===== config.mk =====
export PLATFORM = sky130hd
export DESIGN_NAME = text_full_justify
export DESIGN_NICKNAME = d
export VERILOG_FILES = /design/src/rtl/tfj_pkg.sv /design/src/rtl/tfj_div.sv /design/src/rtl/text_full_justify.sv
export SDC_FILE = /design/constraint.sdc
export NUM_CORES = 1
export LEC_CHECK = 0
export BUFFER_PORTS_ARGS = -buffer_cell sky130_fd_sc_hd__buf_4
export CAP_MARGIN = 5
export CORE_UTILIZATION = 60
export DETAILED_ROUTE_END_ITERATION = 12
export PLACE_DENSITY_LB_ADDON = 0.08
export SLEW_MARGIN = 25
export SYNTH_ARGS = -nofsm -noshare
export SYNTH_HDL_FRONTEND = slang
export SYNTH_SLANG_ARGS = --single-unit

===== constraint.sdc =====
create_clock -name clk -period 5.05 [get_ports clk]
set_input_delay 0.505 -clock clk [delete_from_list [all_inputs] [get_ports clk]]
set_output_delay 0.505 -clock clk [all_outputs]
set_load 0.03 [all_outputs]

===== src/rtl/tfj_pkg.sv =====
package tfj_pkg;

    localparam int WORD_W     = 8;
    localparam int MAX_WORDS  = 16;
    localparam int CNT_W      = $clog2(MAX_WORDS + 1);
    localparam int IDX_W      = $clog2(MAX_WORDS);
    localparam int CHARS_W    = 9;
    localparam int SUM_W      = CHARS_W + 1;
    localparam int DIV_STEP_W = $clog2(WORD_W);

    localparam int PADDR_W = 3;
    localparam int PDATA_W = 32;

    // Register index, taken from paddr[2].
    localparam logic REG_LINE_WIDTH = 1'b0;

    localparam logic [WORD_W-1:0] LINE_WIDTH_RESET = 8'd80;

endpackage


===== src/rtl/tfj_div.sv =====
module tfj_div (
    input  logic                        clk,
    input  logic                        rst_n,
    input  logic                        start,
    input  logic [tfj_pkg::WORD_W-1:0]  dividend,
    input  logic [tfj_pkg::IDX_W-1:0]   divisor,
    output logic                        done,
    output logic [tfj_pkg::WORD_W-1:0]  quotient,
    output logic [tfj_pkg::IDX_W-1:0]   remainder
);

    logic                             busy_reg;
    logic                             busy_next;
    logic                             done_reg;
    logic                             done_next;
    logic [tfj_pkg::DIV_STEP_W-1:0]   step_reg;
    logic [tfj_pkg::DIV_STEP_W-1:0]   step_next;
    logic [tfj_pkg::WORD_W-1:0]       work_reg;
    logic [tfj_pkg::WORD_W-1:0]       work_next;
    logic [tfj_pkg::IDX_W-1:0]        rem_reg;
    logic [tfj_pkg::IDX_W-1:0]        rem_next;
    logic [tfj_pkg::IDX_W-1:0]        div_reg;
    logic [tfj_pkg::IDX_W-1:0]        div_next;
    logic [tfj_pkg::IDX_W:0]          trial;
    logic [tfj_pkg::IDX_W:0]          diff;
    logic                             fits;

    // One quotient bit per cycle, restoring form. The dividend shifts out of
    // work_reg at the top while quotient bits shift in at the bottom.
    assign trial = {rem_reg, work_reg[tfj_pkg::WORD_W-1]};
    assign fits  = (trial >= {1'b0, div_reg});
    assign diff  = trial - {1'b0, div_reg};

    always_comb
    begin
        busy_next = busy_reg;
        done_next = 1'b0;
        step_next = step_reg;
        work_next = work_reg;
        rem_next  = rem_reg;
        div_next  = div_reg;
        if (start)
        begin
            busy_next = 1'b1;
            step_next = '0;
            work_next = dividend;
            rem_next  = '0;
            div_next  = divisor;
        end
        else if (busy_reg)
        begin
            work_next = {work_reg[tfj_pkg::WORD_W-2:0], fits};
            rem_next  = fits ? diff[tfj_pkg::IDX_W-1:0] : trial[tfj_pkg::IDX_W-1:0];
            step_next = step_reg + 1'b1;
            if (step_reg == tfj_pkg::DIV_STEP_W'(tfj_pkg::WORD_W - 1))
            begin
                busy_next = 1'b0;
                done_next = 1'b1;
            end
        end
    end

    always_ff @(posedge clk or negedge rst_n)
    begin
        if (!rst_n)
        begin
            busy_reg <= 1'b0;
            done_reg <= 1'b0;
            step_reg <= '0;
        end
        else
        begin
            busy_reg <= busy_next;
            done_reg <= done_next;
            step_reg <= step_next;
        end
    end

    always_ff @(posedge clk)
    begin
        work_reg <= work_next;
        rem_reg  <= rem_next;
        div_reg  <= div_next;
    end

    assign done      = done_reg;
    assign quotient  = work_reg;
    assign remainder = rem_reg;

`ifndef NO_ASSERTIONS
    a_done_ends_run: assert property (@(posedge clk) disable iff (!rst_n)
        done_reg |-> !busy_reg)
        else $error("divider signals done while still running");
    a_done_after_last_step: assert property (@(posedge clk) disable iff (!rst_n)
        done_reg |-> $past(busy_reg))
        else $error("divider done without a run");
    a_remainder_below_divisor: assert property (@(posedge clk) disable iff (!rst_n)
        (done_reg && div_reg != '0) |-> (rem_reg < div_reg))
        else $error("divider remainder not below divisor");
`endif

endmodule


===== src/rtl/text_full_justify.sv =====
// Channel   | Handshake                          | Payload
// ----------+------------------------------------+--------------------------------------
// word in   | start && !busy                     | word_length, last_word
// result    | out_valid, one cycle, no stall     | out_word_length, spaces_after,
//           |                                    | line_end, text_end, too_long
// config    | psel && penable && pwrite (APB)    | paddr, pwdata -> line_width
//
// A word that only joins the current line passes through S_APPEND. Closing a line adds S_PREP,
// a divider run (eight quotient bits, then done) when two or more words are justified,
// and an S_EMIT step per buffered word as results are walked out; an overlong word is then
// shown on its own. The worst item flushes fifteen words and then ends the text.
// Reset is asynchronous and active low; no clearing pass is needed after it.
// Results are registered and shown for a single cycle: the receiver cannot stall them.
module text_full_justify (
    input  logic                          clk,
    input  logic                          rst_n,
    input  logic                          start,
    output logic                          busy,
    input  logic [tfj_pkg::WORD_W-1:0]    word_length,
    input  logic                          last_word,
    input  logic                          psel,
    input  logic                          penable,
    input  logic                          pwrite,
    input  logic [tfj_pkg::PADDR_W-1:0]   paddr,
    input  logic [tfj_pkg::PDATA_W-1:0]   pwdata,
    output logic [tfj_pkg::PDATA_W-1:0]   prdata,
    output logic                          pready,
    output logic                          out_valid,
    output logic [tfj_pkg::WORD_W-1:0]    out_word_length,
    output logic [tfj_pkg::WORD_W-1:0]    spaces_after,
    output logic                          line_end,
    output logic                          text_end,
    output logic                          too_long
);

    typedef enum logic [4:0] {
        S_IDLE   = 5'b00001,
        S_APPEND = 5'b00010,
        S_PREP   = 5'b00100,
        S_DIV    = 5'b01000,
        S_EMIT   = 5'b10000
    } state_t;

    // S_LONG is folded into the after-flush action to keep the walk in one place.
    typedef enum logic [2:0] {
        AFTER_NONE   = 3'b001,
        AFTER_APPEND = 3'b010,
        AFTER_LONG   = 3'b100
    } after_t;

    state_t                           state_reg;
    state_t                           state_next;
    after_t                           after_reg;
    after_t                           after_next;
    logic                             left_reg;
    logic                             left_next;
    logic                             te_reg;
    logic                             te_next;
    logic                             long_pend_reg;
    logic                             long_pend_next;
    logic [tfj_pkg::CNT_W-1:0]        count_reg;
    logic [tfj_pkg::CNT_W-1:0]        count_next;
    logic [tfj_pkg::CHARS_W-1:0]      chars_reg;
    logic [tfj_pkg::CHARS_W-1:0]      chars_next;
    logic [tfj_pkg::IDX_W-1:0]        idx_reg;
    logic [tfj_pkg::IDX_W-1:0]        idx_next;
    logic [tfj_pkg::WORD_W-1:0]       line_width_reg;
    logic [tfj_pkg::WORD_W-1:0]       wl_reg;
    logic                             last_reg;
    logic [tfj_pkg::WORD_W-1:0]       spare_reg;
    logic [tfj_pkg::WORD_W-1:0]       lengths_reg [tfj_pkg::MAX_WORDS];

    logic                             out_valid_reg;
    logic                             out_valid_next;
    logic [tfj_pkg::WORD_W-1:0]       out_len_reg;
    logic [tfj_pkg::WORD_W-1:0]       out_len_next;
    logic [tfj_pkg::WORD_W-1:0]       sp_reg;
    logic [tfj_pkg::WORD_W-1:0]       sp_next;
    logic                             le_reg;
    logic                             le_next;
    logic                             tend_reg;
    logic                             tend_next;
    logic                             tl_reg;
    logic                             tl_next;

    logic                             accept;
    logic                             append_en;
    logic                             cfg_wr;
    logic [tfj_pkg::SUM_W-1:0]        fit_sum;
    logic                             overlong;
    logic [tfj_pkg::CHARS_W-1:0]      width_ext;
    logic [tfj_pkg::WORD_W-1:0]       spare_calc;
    logic [tfj_pkg::CNT_W-1:0]        count_m1;
    logic [tfj_pkg::CNT_W-1:0]        count_p1;
    logic [tfj_pkg::WORD_W-1:0]       trail;
    logic                             last_in_line;
    logic [tfj_pkg::WORD_W-1:0]       cur_len;
    logic [tfj_pkg::WORD_W-1:0]       sp_calc;
    logic                             div_start;
    logic                             div_done;
    logic [tfj_pkg::WORD_W-1:0]       div_q;
    logic [tfj_pkg::IDX_W-1:0]        div_r;

    // The cycle that prepares an overlong word to be shown on its own still counts as busy.
    assign busy    = (state_reg != S_IDLE) || long_pend_reg;
    assign accept  = start && !busy;
    assign pready  = 1'b1;
    assign cfg_wr  = psel && penable && pwrite && (paddr[2] == tfj_pkg::REG_LINE_WIDTH);
    assign prdata  = (paddr[2] == tfj_pkg::REG_LINE_WIDTH) ?
                     tfj_pkg::PDATA_W'(line_width_reg) : '0;

    assign fit_sum   = tfj_pkg::SUM_W'(chars_reg) + tfj_pkg::SUM_W'(word_length)
                     + tfj_pkg::SUM_W'(count_reg);
    assign overlong  = (word_length > line_width_reg);
    assign width_ext = tfj_pkg::CHARS_W'(line_width_reg);
    assign spare_calc = (width_ext > chars_reg) ?
                        tfj_pkg::WORD_W'(width_ext - chars_reg) : '0;

    assign count_m1     = count_reg - 1'b1;
    assign count_p1     = count_reg + 1'b1;
    assign trail        = (spare_reg > tfj_pkg::WORD_W'(count_m1)) ?
                          (spare_reg - tfj_pkg::WORD_W'(count_m1)) : '0;
    assign last_in_line = (tfj_pkg::CNT_W'(idx_reg) == count_m1);
    assign cur_len      = lengths_reg[idx_reg];
    assign div_start    = (state_reg == S_PREP) && !left_reg && (count_reg > 1);
    assign append_en    = (state_reg == S_APPEND);

    // Spaces after the current word of a line being closed.
    always_comb
    begin
        if (count_reg == 1)
        begin
            sp_calc = spare_reg;
        end
        else if (left_reg)
        begin
            sp_calc = last_in_line ? trail : tfj_pkg::WORD_W'(1);
        end
        else if (last_in_line)
        begin
            sp_calc = '0;
        end
        else
        begin
            // The leftmost gaps take the remainder, one extra space each.
            sp_calc = div_q + ((idx_reg < div_r) ? 1'b1 : 1'b0);
        end
    end

    always_comb
    begin
        state_next     = state_reg;
        after_next     = after_reg;
        left_next      = left_reg;
        te_next        = te_reg;
        long_pend_next = long_pend_reg;
        count_next     = count_reg;
        chars_next     = chars_reg;
        idx_next       = idx_reg;
        out_valid_next = 1'b0;
        out_len_next   = out_len_reg;
        sp_next        = sp_reg;
        le_next        = le_reg;
        tend_next      = tend_reg;
        tl_next        = tl_reg;

        case (state_reg)
            S_IDLE:
            begin
                if (long_pend_reg)
                begin
                    // An overlong word goes out alone once the buffer is flushed.
                    long_pend_next = 1'b0;
                    out_valid_next = 1'b1;
                    out_len_next   = wl_reg;
                    sp_next        = '0;
                    le_next        = 1'b1;
                    tend_next      = last_reg;
                    tl_next        = 1'b1;
                end
                else if (accept)
                begin
                    left_next = 1'b0;
                    te_next   = 1'b0;
                    idx_next  = '0;
                    if (overlong)
                    begin
                        if (count_reg != 0)
                        begin
                            after_next = AFTER_LONG;
                            state_next = S_PREP;
                        end
                        else
                        begin
                            long_pend_next = 1'b1;
                        end
                    end
                    else if ((count_reg != 0) &&
                             (fit_sum > tfj_pkg::SUM_W'(line_width_reg)))
                    begin
                        after_next = AFTER_APPEND;
                        state_next = S_PREP;
                    end
                    else
                    begin
                        state_next = S_APPEND;
                    end
                end
            end
            S_APPEND:
            begin
                count_next = count_p1;
                chars_next = chars_reg + tfj_pkg::CHARS_W'(wl_reg);
                idx_next   = '0;
                after_next = AFTER_NONE;
                if (last_reg)
                begin
                    left_next  = 1'b1;
                    te_next    = 1'b1;
                    state_next = S_PREP;
                end
                else if (count_p1 == tfj_pkg::CNT_W'(tfj_pkg::MAX_WORDS))
                begin
                    left_next  = 1'b0;
                    te_next    = 1'b0;
                    state_next = S_PREP;
                end
                else
                begin
                    state_next = S_IDLE;
                end
            end
            S_PREP:
            begin
                state_next = div_start ? S_DIV : S_EMIT;
            end
            S_DIV:
            begin
                if (div_done)
                begin
                    state_next = S_EMIT;
                end
            end
            S_EMIT:
            begin
                out_valid_next = 1'b1;
                out_len_next   = cur_len;
                sp_next        = sp_calc;
                le_next        = last_in_line;
                tend_next      = last_in_line && te_reg;
                tl_next        = 1'b0;
                if (last_in_line)
                begin
                    count_next = '0;
                    chars_next = '0;
                    idx_next   = '0;
                    case (after_reg)
                        AFTER_APPEND:
                        begin
                            state_next = S_APPEND;
                        end
                        AFTER_LONG:
                        begin
                            long_pend_next = 1'b1;
                            state_next     = S_IDLE;
                        end
                        default:
                        begin
                            state_next = S_IDLE;
                        end
                    endcase
                end
                else
                begin
                    idx_next = idx_reg + 1'b1;
                end
            end
            default:
            begin
                state_next = S_IDLE;
            end
        endcase
    end

    always_ff @(posedge clk or negedge rst_n)
    begin
        if (!rst_n)
        begin
            state_reg      <= S_IDLE;
            after_reg      <= AFTER_NONE;
            left_reg       <= 1'b0;
            te_reg         <= 1'b0;
            long_pend_reg  <= 1'b0;
            count_reg      <= '0;
            chars_reg      <= '0;
            idx_reg        <= '0;
            out_valid_reg  <= 1'b0;
            line_width_reg <= tfj_pkg::LINE_WIDTH_RESET;
        end
        else
        begin
            state_reg     <= state_next;
            after_reg     <= after_next;
            left_reg      <= left_next;
            te_reg        <= te_next;
            long_pend_reg <= long_pend_next;
            count_reg     <= count_next;
            chars_reg     <= chars_next;
            idx_reg       <= idx_next;
            out_valid_reg <= out_valid_next;
            if (cfg_wr)
            begin
                line_width_reg <= pwdata[tfj_pkg::WORD_W-1:0];
            end
        end
    end

    always_ff @(posedge clk)
    begin
        if (accept)
        begin
            wl_reg   <= word_length;
            last_reg <= last_word;
        end
        if (state_reg == S_PREP)
        begin
            spare_reg <= spare_calc;
        end
        if (append_en)
        begin
            lengths_reg[count_reg[tfj_pkg::IDX_W-1:0]] <= wl_reg;
        end
        out_len_reg <= out_len_next;
        sp_reg      <= sp_next;
        le_reg      <= le_next;
        tend_reg    <= tend_next;
        tl_reg      <= tl_next;
    end

    tfj_div u_div (
        .clk       (clk),
        .rst_n     (rst_n),
        .start     (div_start),
        .dividend  (spare_calc),
        .divisor   (count_m1[tfj_pkg::IDX_W-1:0]),
        .done      (div_done),
        .quotient  (div_q),
        .remainder (div_r)
    );

    assign out_valid       = out_valid_reg;
    assign out_word_length = out_len_reg;
    assign spaces_after    = sp_reg;
    assign line_end        = le_reg;
    assign text_end        = tend_reg;
    assign too_long        = tl_reg;

`ifndef NO_ASSERTIONS
    a_count_bound: assert property (@(posedge clk) disable iff (!rst_n)
        count_reg <= tfj_pkg::CNT_W'(tfj_pkg::MAX_WORDS))
        else $error("word buffer count beyond its depth");
    a_idle_has_room: assert property (@(posedge clk) disable iff (!rst_n)
        (state_reg == S_IDLE) |-> (count_reg < tfj_pkg::CNT_W'(tfj_pkg::MAX_WORDS)))
        else $error("full line left open while idle");
    a_emit_nonempty: assert property (@(posedge clk) disable iff (!rst_n)
        (state_reg == S_EMIT) |-> (count_reg != 0))
        else $error("line walk over an empty buffer");
    a_text_end_closes_line: assert property (@(posedge clk) disable iff (!rst_n)
        (out_valid_reg && tend_reg) |-> le_reg)
        else $error("end of text without end of line");
    a_long_word_alone: assert property (@(posedge clk) disable iff (!rst_n)
        (out_valid_reg && tl_reg) |-> (le_reg && sp_reg == '0))
        else $error("overlong word not placed alone");
`endif

endmodule

Yosys cells after proc, flatten, opt, wreduce, memory -nomap -nowiden

Memory sizes are Yosys's and may differ from the RTL's.
Cells that the tools add are included.

Register bits after elaboration: 94
RAM bits: 128
Input port bits: 50
Output and inout bits: 54
Memories kept: 1

Add/subtract/negate cells: 11
Magnitude comparators: 7
Eq/ne operators: 21
Multiplexer cells: 70
Bitwise logic cells: 1
Reduce and logical (&&, ||, !) cells: 24

Memory list:

| memory      | depth | bits a word | rd ports | clocked after Yosys merged registers in | write ports | RTL line                | RTL |
|---|---|---|---|---|---|---|---|
| lengths_reg | 16    | 8           | 1        | 0                                       | 1           | text_full_justify.sv:71 | `logic [tfj_pkg::WORD_W-1:0] lengths_reg [tfj_pkg::MAX_WORDS];` |

Operators with widths:

| kind                                          | count |
|---|---|
| 2-to-1 mux 8 bit                              | 11 |
| 2-to-1 mux 5 bit                              | 8 |
| case mux 8 bit (2 select lines)               | 2 |
| 2-to-1 mux 3 bit                              | 10 |
| case mux 5 bit (5 select lines)               | 1 |
| 2-to-1 mux 1 bit                              | 22 |
| case mux 9 bit (2 select lines)               | 1 |
| 2-to-1 mux 4 bit                              | 4 |
| case mux 1 bit (2 select lines)               | 6 |
| case mux 4 bit (3 select lines)               | 1 |
| adder 10 x 5 -> 10 bit                        | 1 |
| adder 9 x 8 -> 10 bit                         | 1 |
| == test 5 x 1 -> 1 bit, second input constant | 2 |
| == test 5 bit, second input constant          | 2 |
| > comparator 10 x 8 -> 1 bit                  | 1 |
| case mux 5 bit (2 select lines)               | 1 |
| AND reduction 5 bit                           | 2 |
| adder 9 x 8 -> 9 bit                          | 1 |
| > comparator 8 x 9 -> 1 bit                   | 1 |
| 2-to-1 mux 9 bit                              | 1 |
| adder 8 x 1 -> 8 bit                          | 1 |
| > comparator 8 x 5 -> 1 bit                   | 1 |
| > comparator 8 bit                            | 1 |
| logical AND 1 bit                             | 8 |
| 32 further kinds                              | 44 |

Longest topological paths before layout

Word-level depth: 9
Mapped depth: 20

Cells and area by module

From an unflattened synthesis, not the netlist that was laid out.

Cell total of the unflattened synthesis: 888
Area, all modules: 11604.9 µm²

By module, submodules not included:

| module            | instances | cells each | area each (µm²) | seq. area each (µm²) |
|---|---|---|---|---|
| text_full_justify | 1         | 806        | 10570.1         | 5855.6 |
| tfj_div           | 1         | 82         | 1034.7          | 565.5 |

Worst setup path before layout

No wires, ideal clock.

Path kind: register -> register
Start: reg count_reg[1] in the netlist's numbering
End: reg state_reg[1]
Library setup time: 107 ps
Data arrival time: 3669 ps
Setup slack: 1274 ps
Stages on the path, launching flop included: 20
Period minus slack after synthesis: 3776 ps
Cell sequence: dfrtp_1 -> inv_1 -> fa_1 -> inv_1 -> ha_1 -> inv_1 -> fa_1 -> nor2b_1 -> o21ai_0 -> nand2b_1 -> a21o_1 -> a21oi_1 -> xnor2_1 -> ha_1 -> o21a_1 -> o22ai_1 -> a32oi_1 -> nor4_2 -> o21ai_1 -> a2111oi_4

Word-level cells in the longest chain between the ends: 8
Elaborated cells on any way between the ends: 14

Ends and longest elaborated chain:

| element                         | RTL line                 | RTL |
|---|---|---|
| from (decl)                     | text_full_justify.sv:61  | `logic [tfj_pkg::CNT_W-1:0] count_reg;` |
| from (signal assigned)          | text_full_justify.sv:307 | `count_reg <= count_next;` |
| adder 10 x 5 -> 10 bit          | text_full_justify.sv:113 | `+ tfj_pkg::SUM_W'(count_reg);` |
| > comparator 10 x 8 -> 1 bit    | text_full_justify.sv:199 | `(fit_sum > tfj_pkg::SUM_W'(line_width_reg)))` |
| logical AND 1 bit               | text_full_justify.sv:198 | `else if ((count_reg != 0) &&` |
| 2-to-1 mux 3 bit                | text_full_justify.sv:198 |  |
| 2-to-1 mux 5 bit                | text_full_justify.sv:186 | `if (overlong)` |
| 2-to-1 mux 5 bit                | text_full_justify.sv:181 | `else if (accept)` |
| 2-to-1 mux 5 bit                | text_full_justify.sv:170 | `if (long_pend_reg)` |
| case mux 5 bit (5 select lines) | text_full_justify.sv:167 | `case (state_reg)` |
| to (signal assigned)            | text_full_justify.sv:302 | `state_reg <= state_next;` |
| to (decl)                       | text_full_justify.sv:51  | `state_t state_reg;` |

Parallel ways exist; a longest one is shown, timed or not. The select of a mux whose other input is x is not followed.
A chain may end at the register's enable or synchronous reset.

Final worst setup path

Same ends and word-level chain as after synthesis.

==> results.yml <==
status:
  status: "complete, no violations"
power:
  leakagePower_nw: 5.002
  power_density_nw_per_um2: 564.2
  switching_share: 0.3644
  ir_worst_vdd_mv: 0.4210
  internal-power_mw: 4.658
  p_comb_frac: 0.391
  power_frac_seq: 0.361
  pwr-share-clk: 0.248
  switching_power_mw: 2.670
yosys:
  synthArstFlopShare: 0.1892
  yosys_warnings: 0
  synth_ff_type: "edfxtp_1"
  yosysTopAreaCellShare: 0.4542
  post-synth-top-count-cell: "edfxtp_1"
  synth_area_leaders: "edfxtp_1 45%, dfrtp_1 8.2%, ha_1 7.0%"
  yosys.area.top_type: "edfxtp_1"
  yosysSeqAreaShare: 0.5519
  ys_ff_latch: 222
  synth_edf_count: 176
  syn_area_per_cell_um2: 13.39
  ys_types: 82
  synthTopCellsByCount: "176 x edfxtp_1, 68 x nor2_1, 65 x ha_1"
  syn_area_um2: 11630
  syn_inst: 869
critical_path:
  cp_common_cell: "inv_1"
  cp_num_buf_inv: 3
  path_class: "reg2reg"
  reg2regPathDepth: 19
  startpoint_type: "register"
  cp_data_required_time_ns: 5.47
  endpoint_kind: "register"
  cp_slowest_cell: "dfrtp_1"
  cp.arrival_ns: 4.90
  worst_path_dominant_cell_family: "adder cells"
  r2r_start: "count_reg[1]$_DFFE_PN0P_"
  worstPathMaxFanout: 9
  path_depth: 19
  rrSetupSlack_ns: 0.57
  reg2reg_to: "state_reg[1]$_DFFE_PN0P_"
  critical_path.cell_chain: "inv_1 > fa_1 > inv_1 > ha_1 > inv_1 > fa_1 > nor2b_1 > o21ai_0 > nand2b_1 > a21o_1 > a21oi_1 > xnor2_1 > ha_1 > nand4_1 > o22ai_1 > a32oi_1 > nor4_2 > o21ai_1 > a2111oi_4"
  max_stage_delay_ns: 0.55
grt:
  first_global_vias: 7166
  grt_max_degree: 43
  grt.overflow.total: 0
  grt_pass1_wl_um: 39440
  grt_usage: 0.2613
  antenna_found_initial: 0
placement:
  gp_congestion: 0.8610
  placed_area_um2: 12150
  portBuffers: 52
  dp_hpwl_um: 17670
flow_run:
  maxCapViolCount: 0
drt:
  drc: 0
  vias_per_cell: 5.993
  firstDrtPassIters: 5
  initialDrtViolationCount: 577
  wl_um: 25060
  routed-via-count: 7198
  post_drt_wl_per_cell_um: 20.87
  postRouteAntennaNets: 0
sta:
  finalSetupViolations: 0
  finalSetupTns_ns: 0
  hold_viol: 0
  rsz0062_at_grt: "no"
  tightest_slew_ns: 0.7957
  slew_headroom: 0.4695
  period_share: 0.8865
  clock_skew_ns: 0.008347
  finalMaxSlewViolations: 0
  fin_crit_ns: 4.477
  fmax_ghz: 0.2234
worst_hold_path:
  holdPathEnd: "last_reg$_DFFE_PP_"
  min_from: "last_word"
  hold_path_class: "in2reg"
  min_path_cells: 1
clock_tree:
  cts.sinks: 222
  cts_tree: "done"
  clock_path_buffers: 3
  htreeDepth: 1
  cts_buffers: 24
  cts-root-buf: "clkbuf_16"
  path_clk_slew_ns: 0.06
  clock_latency_ns: 0.53
  post_cts_resized: 0
die:
  initial_utilization: 0.6179
  die_y_um: 141.3
  rows: 50
  boundaryPins: 104
  die_area_um2: 19950
  core_um2: 18830
  fp.dieW_um: 141.3
cells_and_area:
  fillCellCount: 1275
  n_antenna_cell: 0
  multi_input_area_um2: 4716
  drive_gt1_frac: 0.1753
  seqCellArea_um2: 6422
  stdcell_area_um2: 12990
  largest_reg_flops: 128
  finalNetCount: 1049
  syn2layout_area_growth_pct: 11.65
==> cells by family after synthesis <==
family | synth area share
AO/OA/AOI/OAI | 0.07711
XOR/XNOR | 0.02828
adder cells (fa/ha/maj) | 0.08711
buffers and inverters | 0.05162
flip-flops | 0.5519
multiplexers | 0.1085
other | 0.0006455
AND/OR/NAND/NOR | 0.09485
==> layout make-up <==
type	instances	share of cell area
Clock buffer	27	0.04787
Sequential cell	222	0.4944
Inverter	51	0.01474
Multi-Input combinational cell	558	0.3630
Tap cell	260	0.02504
Timing Repair Buffer	67	0.03891
Clock inverter	16	0.01599
==> cells in the final DEF (no fill, tap or decap), types with 8 or more instances in the layout <==
master / n
clkbuf_16: 24
conb_1: 25
ha_1: 65
mux4_1: 20
mux4_2: 20
mux2_2: 21
nand3_1: 14
xor2_1: 15
xnor2_1: 20
dfrtp_1: 37
a21oi_1: 29
inv_1: 50
fa_1: 10
o21ai_0: 36
nor2_1: 68
buf_4: 66
nor3_1: 20
edfxtp_1: 176
and3_1: 8
nor2b_1: 10
nand2_1: 57
==> worst max path at each step <==
stage,from,end,slack (ns)
6_report,count_reg[1]$_DFFE_PN0P_,state_reg[1]$_DFFE_PN0P_,0.57
3_5_place_dp,count_reg[1]$_DFFE_PN0P_,state_reg[1]$_DFFE_PN0P_,0.68
3_3_place_gp,count_reg[1]$_DFFE_PN0P_,state_reg[1]$_DFFE_PN0P_,0.90
5_1_grt,count_reg[1]$_DFFE_PN0P_,state_reg[1]$_DFFE_PN0P_,0.31
2_1_floorplan,count_reg[1]$_DFFE_PN0P_,state_reg[1]$_DFFE_PN0P_,1.27
4_1_cts,count_reg[1]$_DFFE_PN0P_,state_reg[1]$_DFFE_PN0P_,0.66
==> routing by layer <==
metal | part of all wire | wire, um | global-route usage | vias to the layer above
li1 | - | - | - | 3322
met1 | 0.47 | 11650 | 0.3959 | 3536
met2 | 0.45 | 11360 | 0.3981 | 300
met3 | 0.061 | 1539 | 0.03139 | 40
met4 | 0.020 | 511 | 0.08352 | 0
met5 | 0 | 0 | 0 | -
==> power groups by stage <==
stage	sequential, mW	clock [mW]	combinational (mW)
after global placement	2.65	0	2.70
after CTS	2.64	1.85	2.84
final	2.64	1.82	2.87
after floorplan	2.66	0	2.12
after detailed placement	2.67	0	2.82
after global routing	2.68	1.93	3.14
==> worst reg2reg max path: stages, from the launching register on <==
cell	delay (ns)
dfrtp_1	0.55
inv_1	0.21
fa_1	0.48
inv_1	0.06
ha_1	0.17
inv_1	0.05
fa_1	0.41
nor2b_1	0.13
o21ai_0	0.08
nand2b_1	0.15
a21o_1	0.13
a21oi_1	0.08
xnor2_1	0.14
ha_1	0.32
nand4_1	0.10
o22ai_1	0.19
a32oi_1	0.10
nor4_2	0.46
o21ai_1	0.19
a2111oi_4	0.37
==> metrics by stage <==
step | std cells | total power, mW | utilization | hold slack, ns | setup WS (ns)
6_report | 1201 | 7.328 | 0.6898 | 0.1559 | 0.5729
3_5_place_dp | 1157 | 5.490 | 0.6452 | 0.4883 | 0.6814
3_3_place_gp | 1157 | 5.357 | 0.6446 | 0.4739 | 0.9008
5_1_grt | 1201 | 7.745 | 0.6898 | 0.1402 | 0.3068
2_1_floorplan | 892 | 4.779 | - | 0.2094 | 1.274
4_1_cts | 1201 | 7.330 | 0.6898 | 0.1393 | 0.6592
==> timing repair <==
action                    CTS  global route
hold endpoints to repair   16             0
buffers inserted            0             0
hold buffers                1             0
Note: power is estimated with default switching activity, not from simulation.
